File: src/design/ptme_pkg.sv
`timescale 1ns / 1ps
// ----------------------------------------------------------------------------
// Plain text to markup escaper package
// Shared types, microprogram entry points and the microcode table.
// ----------------------------------------------------------------------------
package ptme_pkg;

  localparam int unsigned PC_W = 5;

  typedef logic [PC_W-1:0] pc_t;
  typedef logic [1:0]      pad_cnt_t;

  typedef enum logic [1:0] {
    OP_NEXT     = 2'd0,
    OP_DISPATCH = 2'd1,
    OP_LOOP     = 2'd2,
    OP_END      = 2'd3
  } seq_op_t;

  typedef struct packed {
    logic       use_unit;
    logic [7:0] lit;
    seq_op_t    op;
  } ctrl_word_t;

  typedef struct packed {
    pc_t      entry;
    pc_t      target;
    pad_cnt_t cnt;
  } disp_t;

  typedef struct packed {
    logic       fire;
    logic       use_unit;
    logic [7:0] lit;
    logic       last;
  } step_t;

  localparam pc_t ENTRY_OPEN    = 5'd0;
  localparam pc_t ENTRY_END     = 5'd3;
  localparam pc_t ENTRY_NL_PARA = 5'd7;
  localparam pc_t ENTRY_NL_BR   = 5'd14;
  localparam pc_t ENTRY_NBSP    = 5'd18;
  localparam pc_t ENTRY_TAB_PAD = 5'd19;
  localparam pc_t ENTRY_LT      = 5'd21;
  localparam pc_t ENTRY_GT      = 5'd25;
  localparam pc_t ENTRY_PASS    = 5'd29;

  localparam logic [7:0] NBSP = 8'hA0;

  function automatic ctrl_word_t ucode(input pc_t pc);
    ctrl_word_t cw;
    cw = '{use_unit: 1'b0, lit: 8'h00, op: OP_END};
    case (pc)
      5'd0:  cw = '{1'b0, "<", OP_NEXT};
      5'd1:  cw = '{1'b0, "p", OP_NEXT};
      5'd2:  cw = '{1'b0, ">", OP_DISPATCH};
      5'd3:  cw = '{1'b0, "<", OP_NEXT};
      5'd4:  cw = '{1'b0, "/", OP_NEXT};
      5'd5:  cw = '{1'b0, "p", OP_NEXT};
      5'd6:  cw = '{1'b0, ">", OP_END};
      5'd7:  cw = '{1'b0, "<", OP_NEXT};
      5'd8:  cw = '{1'b0, "p", OP_NEXT};
      5'd9:  cw = '{1'b0, ">", OP_NEXT};
      5'd10: cw = '{1'b0, "<", OP_NEXT};
      5'd11: cw = '{1'b0, "/", OP_NEXT};
      5'd12: cw = '{1'b0, "p", OP_NEXT};
      5'd13: cw = '{1'b0, ">", OP_END};
      5'd14: cw = '{1'b0, "<", OP_NEXT};
      5'd15: cw = '{1'b0, "b", OP_NEXT};
      5'd16: cw = '{1'b0, "r", OP_NEXT};
      5'd17: cw = '{1'b0, ">", OP_END};
      5'd18: cw = '{1'b0, NBSP, OP_END};
      5'd19: cw = '{1'b0, NBSP, OP_NEXT};
      5'd20: cw = '{1'b0, NBSP, OP_LOOP};
      5'd21: cw = '{1'b0, "&", OP_NEXT};
      5'd22: cw = '{1'b0, "l", OP_NEXT};
      5'd23: cw = '{1'b0, "t", OP_NEXT};
      5'd24: cw = '{1'b0, ";", OP_END};
      5'd25: cw = '{1'b0, "&", OP_NEXT};
      5'd26: cw = '{1'b0, "g", OP_NEXT};
      5'd27: cw = '{1'b0, "t", OP_NEXT};
      5'd28: cw = '{1'b0, ";", OP_END};
      5'd29: cw = '{1'b1, 8'h00, OP_END};
      default: cw = '{1'b0, 8'h00, OP_END};
    endcase
    return cw;
  endfunction

endpackage

File: src/design/plain_text_to_markup_escaper_unit.sv
`timescale 1ns / 1ps
// ----------------------------------------------------------------------------
// Plain text to markup escaper
// Turns a stream of UTF-16 code units into an escaped markup stream.
// ----------------------------------------------------------------------------
// Channel  Direction  Handshake            Payload
// input    in         in_valid / in_stall   command, code_unit
// output   out        out_valid / out_stall out_unit, last_of_run
//
// Each input yields one to seven output units, one per cycle while the output
// is not stalled, from a microcode step counter.
// The next input is taken in the cycle of the previous input's last unit.
// Output stall freezes the step counter; rst clears the column state.
// ----------------------------------------------------------------------------
module plain_text_to_markup_escaper_unit (
  input  logic        clk,
  input  logic        rst,
  input  logic        in_valid,
  output logic        in_stall,
  input  logic        command,
  input  logic [15:0] code_unit,
  output logic        out_valid,
  input  logic        out_stall,
  output logic [15:0] out_unit,
  output logic        last_of_run
);
  import ptme_pkg::*;

  disp_t       disp;
  step_t       step;
  logic        accept;
  logic        out_ready;
  logic [15:0] unit_held;

  assign out_ready = !out_valid || !out_stall;

  ptme_classify u_classify (
    .clk       (clk),
    .rst       (rst),
    .accept    (accept),
    .command   (command),
    .code_unit (code_unit),
    .disp      (disp)
  );

  ptme_sequencer u_sequencer (
    .clk       (clk),
    .rst       (rst),
    .in_valid  (in_valid),
    .out_ready (out_ready),
    .disp      (disp),
    .in_stall  (in_stall),
    .accept    (accept),
    .step      (step)
  );

  always_ff @(posedge clk) begin
    if (accept) begin
      unit_held <= code_unit;
    end
  end

  always_ff @(posedge clk) begin
    if (rst) begin
      out_valid <= 1'b0;
    end else if (step.fire) begin
      out_valid <= 1'b1;
    end else if (!out_stall) begin
      out_valid <= 1'b0;
    end
  end

  always_ff @(posedge clk) begin
    if (step.fire) begin
      out_unit    <= step.use_unit ? unit_held : {8'h00, step.lit};
      last_of_run <= step.last;
    end
  end

endmodule

File: src/design/ptme_classify.sv
`timescale 1ns / 1ps
// ----------------------------------------------------------------------------
// Input classifier and column state
// Picks the microprogram routine for each input and tracks the column.
// ----------------------------------------------------------------------------
module ptme_classify (
  input  logic            clk,
  input  logic            rst,
  input  logic            accept,
  input  logic            command,
  input  logic [15:0]     code_unit,
  output ptme_pkg::disp_t disp
);
  import ptme_pkg::*;

  logic [1:0] column_phase, column_phase_next;
  logic       column_below_four, column_below_four_next;
  logic       text_open, text_open_next;
  logic       is_nl, is_tab, is_white;
  pc_t        target;

  assign is_nl  = (code_unit == 16'h000A);
  assign is_tab = (code_unit == 16'h0009);

  always_comb begin
    is_white = 1'b0;
    if (code_unit >= 16'h0009 && code_unit <= 16'h000D) is_white = 1'b1;
    if (code_unit == 16'h0020 || code_unit == 16'h0085 || code_unit == 16'h00A0 ||
        code_unit == 16'h1680) is_white = 1'b1;
    if (code_unit >= 16'h2000 && code_unit <= 16'h200A) is_white = 1'b1;
    if (code_unit == 16'h2028 || code_unit == 16'h2029 || code_unit == 16'h202F ||
        code_unit == 16'h205F || code_unit == 16'h3000) is_white = 1'b1;
  end

  always_comb begin
    if (command) begin
      target = ENTRY_END;
    end else if (is_nl) begin
      target = (column_phase == 2'd1 && column_below_four) ? ENTRY_NL_PARA : ENTRY_NL_BR;
    end else if (is_tab) begin
      target = (column_phase != 2'd0) ? ENTRY_TAB_PAD : ENTRY_NBSP;
    end else if (is_white) begin
      target = ENTRY_NBSP;
    end else if (code_unit == 16'h003C) begin
      target = ENTRY_LT;
    end else if (code_unit == 16'h003E) begin
      target = ENTRY_GT;
    end else begin
      target = ENTRY_PASS;
    end
  end

  assign disp.target = target;
  assign disp.entry  = text_open ? target : ENTRY_OPEN;
  assign disp.cnt    = 2'(3'd4 - {1'b0, column_phase});

  always_comb begin
    column_phase_next      = column_phase;
    column_below_four_next = column_below_four;
    text_open_next         = text_open;
    if (command) begin
      column_phase_next      = 2'd0;
      column_below_four_next = 1'b1;
      text_open_next         = 1'b0;
    end else begin
      text_open_next = 1'b1;
      if (is_nl) begin
        column_phase_next      = 2'd1;
        column_below_four_next = 1'b1;
      end else if (is_tab) begin
        if (column_phase != 2'd0) column_below_four_next = 1'b0;
        column_phase_next = 2'd1;
      end else begin
        if (column_phase == 2'd3) column_below_four_next = 1'b0;
        column_phase_next = column_phase + 2'd1;
      end
    end
  end

  always_ff @(posedge clk) begin
    if (rst) begin
      column_phase      <= 2'd0;
      column_below_four <= 1'b1;
      text_open         <= 1'b0;
    end else if (accept) begin
      column_phase      <= column_phase_next;
      column_below_four <= column_below_four_next;
      text_open         <= text_open_next;
    end
  end

endmodule

File: src/design/ptme_sequencer.sv
`timescale 1ns / 1ps
// ----------------------------------------------------------------------------
// Microcode sequencer
// Step counter over the microcode table with dispatch and padding loop.
// ----------------------------------------------------------------------------
module ptme_sequencer (
  input  logic            clk,
  input  logic            rst,
  input  logic            in_valid,
  input  logic            out_ready,
  input  ptme_pkg::disp_t disp,
  output logic            in_stall,
  output logic            accept,
  output ptme_pkg::step_t step
);
  import ptme_pkg::*;

  logic       busy;
  pc_t        pc;
  pc_t        target;
  pad_cnt_t   cnt;
  ctrl_word_t cw;
  logic       fire, finish;

  assign cw     = ucode(pc);
  assign fire   = busy && out_ready;
  assign finish = fire && (cw.op == OP_END || (cw.op == OP_LOOP && cnt == 2'd1));

  assign in_stall = busy && !finish;
  assign accept   = in_valid && !in_stall;

  assign step.fire     = fire;
  assign step.use_unit = cw.use_unit;
  assign step.lit      = cw.lit;
  assign step.last     = finish;

  always_ff @(posedge clk) begin
    if (rst) begin
      busy <= 1'b0;
    end else if (accept) begin
      busy <= 1'b1;
    end else if (finish) begin
      busy <= 1'b0;
    end
  end

  always_ff @(posedge clk) begin
    if (accept) begin
      pc     <= disp.entry;
      target <= disp.target;
      cnt    <= disp.cnt;
    end else if (fire) begin
      case (cw.op)
        OP_NEXT:     pc  <= pc + 5'd1;
        OP_DISPATCH: pc  <= target;
        OP_LOOP:     cnt <= cnt - 2'd1;
        default:     pc  <= pc;
      endcase
    end
  end

endmodule
File: config.mk
export PLATFORM = sky130hd
export DESIGN_NAME = plain_text_to_markup_escaper_unit
export DESIGN_NICKNAME = d
export VERILOG_FILES = /design/src/design/ptme_pkg.sv /design/src/design/plain_text_to_markup_escaper_unit.sv /design/src/design/ptme_classify.sv /design/src/design/ptme_sequencer.sv
export SDC_FILE = /design/constraint.sdc
export NUM_CORES = 1
export LEC_CHECK = 0
export BUFFER_PORTS_ARGS = -buffer_cell sky130_fd_sc_hd__buf_2
export CAP_MARGIN = 0
export CELL_PAD_IN_SITES_DETAIL_PLACEMENT = 1
export CELL_PAD_IN_SITES_GLOBAL_PLACEMENT = 2
export CORE_AREA = 10 10 102 104
export CTS_CLUSTER_DIAMETER = 80
export CTS_CLUSTER_SIZE = 40
export DETAILED_ROUTE_END_ITERATION = 7
export DIE_AREA = 0 0 112 114
export MAX_ROUTING_LAYER = met4
export PLACE_DENSITY = 0.92
export RECOVER_POWER = 100
export SLEW_MARGIN = 25
export SYNTH_ARGS = -nofsm -noshare
export SYNTH_HDL_FRONTEND = slang
export SYNTH_SLANG_ARGS = --single-unit
export TNS_END_PERCENT = 10
File: constraint.sdc
create_clock -name clk -period 8.27 [get_ports clk]
set_input_delay 1.2405 -clock clk [delete_from_list [all_inputs] [get_ports clk]]
set_output_delay 1.2405 -clock clk [all_outputs]
set_load 0.005 [all_outputs]
==> results.tsv <==
metric	value	unit
Cell Pwr Density	299	nW/um^2
critical path fanouts, max	29	
worst r2r src	u_sequencer.cnt[0]$_DFFE_PP_	
first-pass GRT wire length	13800	um
Slew headroom	-26.8	%
Hold EP	u_classify.column_phase[1]$_SDFFE_PP0P_	
clock buffer depth	2	
Area after DPL	3680	sq um
hold path start	u_classify.column_phase[1]$_SDFFE_PP0P_	
Final GP Congestion	0.840	
area of the multi-input gates	1570	sq um
Syn Area/Cell	11.3	sq um
WL/cell	18.6	um
post-synth top area share	39.6	%
largest net degree at the start of global routing	30	
Arrival @ worst endpoint	5.18	ns
Filler cells	958	
GRT Overall Usage	13.7	%
FF-to-FF path depth	12	
routed vias/inst	5.53	
Post-Route WL	8460	um
Hold WS	0.486	ns
violations in the final reports	capacitance limit, slew limit	
period utilisation layout	59.4	%
critical path class	primary input to flip-flop	
# Post-CTS Setup Buffers	0	
area leader, netlist	edfxtp_1	
Distinct cells, synth	71	
diode count	0	
Initial Util	40.3	%
clk root buf	clkbuf_8	
max_cap viols	1	
pre-CTS setup slack	3.34	ns
Primary FF master, synth	edfxtp_1	
synth cell count leaders	edfxtp_1 (45), nand2_1 (25), nor2_1 (21)	
Rows	34	
worst setup margin	3.36	ns
layout cells sized above 1	13.5	%
status	finished with violations	
Sequential cell area	1690	sq um
DRC	0	
Die Area	12800	sq um
CP startpoint	out_stall	
Die Width	112	um
Die Height	114	um
r2r setup slk	3.70	ns
post-route ant nets	0	
CTS sink cnt	62	
worst path cell trace	clkbuf_1 -> o2bb2ai_1 -> o21ai_0 -> nand2_1 -> clkinv_1 -> o21a_1 -> a21oi_1 -> inv_1 -> ha_1 -> nor2b_1 -> a211o_1 -> a31oi_1	
RSZ-0062 raised after global routing	no	
Yosys reg bits	62	
Worst-Margin Slew	1.90	ns
Tot Pwr	1.14	mW
Post-synth ARST share	0	%
H-tree levels	3	
GR Overflow Total	0	
CP Capture Type	flip-flop	
share of the yosys chip area belonging to registers	49.6	%
fin. max-slew vios	19	
LEAKAGE	1.34	nW
FF-to-FF End	u_sequencer.cw[4]$_DFF_P_	
hold buffer count at cts	0	
setup violators final	0	
initial antenna violation count	0	
DP HPWL	6300	um
Setup Total Neg Slack	0	ns
Hold Crit Class	flip-flop to flip-flop	
clock-pin slew on the worst setup and hold paths	0.08	ns
EDFF count, synth	45	
Final Hold Viols	0	
Final nets	375	
Syn. warnings	0	
cell count after synthesis	303	
Worst Hold Path Cells	2	
vias in the first global route	2583	
count leader, synth	edfxtp_1	
Max Clk Rate	204	MHz
clock skew	0.00868	ns
CP required	8.54	ns
cts repair resizes	0	
syn_nets	336	
total CTS buffers	9	
boundary pin count	40	
Setup crit start kind	primary input	
CTS tree	yes	
DRT iter0 DRCs	146	
via count	2516	
mapped cell area	3410	sq um
Port Buffers	39	
final instance area	3800	sq um
worst-skew pair later-pin latency	0.34	ns
Period minus WS final	4.91	ns
CORE AREA	8470	sq um
slowest CP cell	clkinv_1	
Worst path max stage delay	0.83	ns
Area contributors post-synth	edfxtp_1 (40%), dfxtp_1 (10%), ha_1 (4.4%)	
iteration count of the initial detailed-routing pass	4	
Peak VDD IR	0.110	mV
layout overhead on the synthesized area	11.4	%
==> worst max path at each step <==
stage / to / slack [ns] / depth (start not counted)
2_1_floorplan: u_sequencer.cw[4]$_DFF_P_ / 4.23 / 11
4_1_cts: u_sequencer.cw[4]$_DFF_P_ / 3.71 / 12
5_1_grt: u_sequencer.cw[5]$_DFF_P_ / 2.75 / 12
3_5_place_dp: u_sequencer.cw[4]$_DFF_P_ / 3.34 / 12
3_3_place_gp: u_sequencer.cw[8]$_DFF_P_ / 3.56 / 12
6_report: u_sequencer.cw[4]$_DFF_P_ / 3.36 / 12
==> power by group <==
group | switching [mW] | total, mW | internal (mW)
sequential | 0.0316 | 0.440 | 0.408
clock | 0.131 | 0.258 | 0.128
combinational | 0.263 | 0.439 | 0.176
==> kinds of logic (layout without fill, tap and decap cells) <==
kind of cell	count (synthesis)	after routing	share of synthesized area, %
buffers and inverters	27	71	3.81
AO/OA/AOI/OAI	68	68	16.1
XOR/XNOR	5	5	1.28
adder cells (fa/ha/maj)	12	12	4.40
AND/OR/NAND/NOR	111	111	19.0
multiplexers	18	18	5.87
flip-flops	62	62	49.6
==> routing by layer <==
layer,global-route usage (%),part of all wire (%),vias to the layer above
li1,-,-,1223
met1,17.4,46,1229
met2,21.2,47,56
met3,3.83,6.3,8
met4,3.05,0.70,0
met5,-,0,-
==> flip-flops by register name, indices dropped and copies added, names as in the netlist <==
name                          cells
out_unit                         16
unit_held                        16
u_sequencer.cw                   11
u_sequencer.pc                    5
u_sequencer.target                5
u_classify.column_phase           2
u_sequencer.cnt                   2
last_of_run                       1
out_valid                         1
u_classify.column_below_four      1
u_classify.text_open              1
u_sequencer.busy                  1
==> final cells by class <==
type	count	area share [%]
Clock buffer	10	3.92
Clock inverter	6	1.09
Inverter	16	1.58
Multi-Input combinational cell	214	41.4
Sequential cell	62	44.5
Tap cell	108	3.56
Timing Repair Buffer	39	3.95
==> through the flow <==
stage,utilization [%],cells
2_1_floorplan,-,303
3_3_place_gp,43.4,439
3_5_place_dp,43.4,439
4_1_cts,45.7,455
5_1_grt,44.9,455
6_report,44.9,455
==> worst max-delay path: cells and delay by family <==
| family | cells | cell delay (ns) |
|---|---|---|
| AND/OR/NAND/NOR | 2 | 0.50 |
| AO/OA/AOI/OAI | 6 | 1.87 |
| buffers and inverters | 3 | 1.17 |
| adder cells (fa/ha/maj) | 1 | 0.40 |
==> placed cells by master, fill, tap and decap left out, types with 7 or more instances in the layout <==
cell type,n
ha_1,12
edfxtp_1,45
inv_1,14
clkbuf_1,36
mux2_2,10
nand3_1,9
a21oi_1,16
nor2_1,21
o21ai_0,7
dfxtp_1,17
a211oi_1,7
nand2_1,25
clkbuf_8,9
No activity file was read; power rests on OpenSTA's default activity.
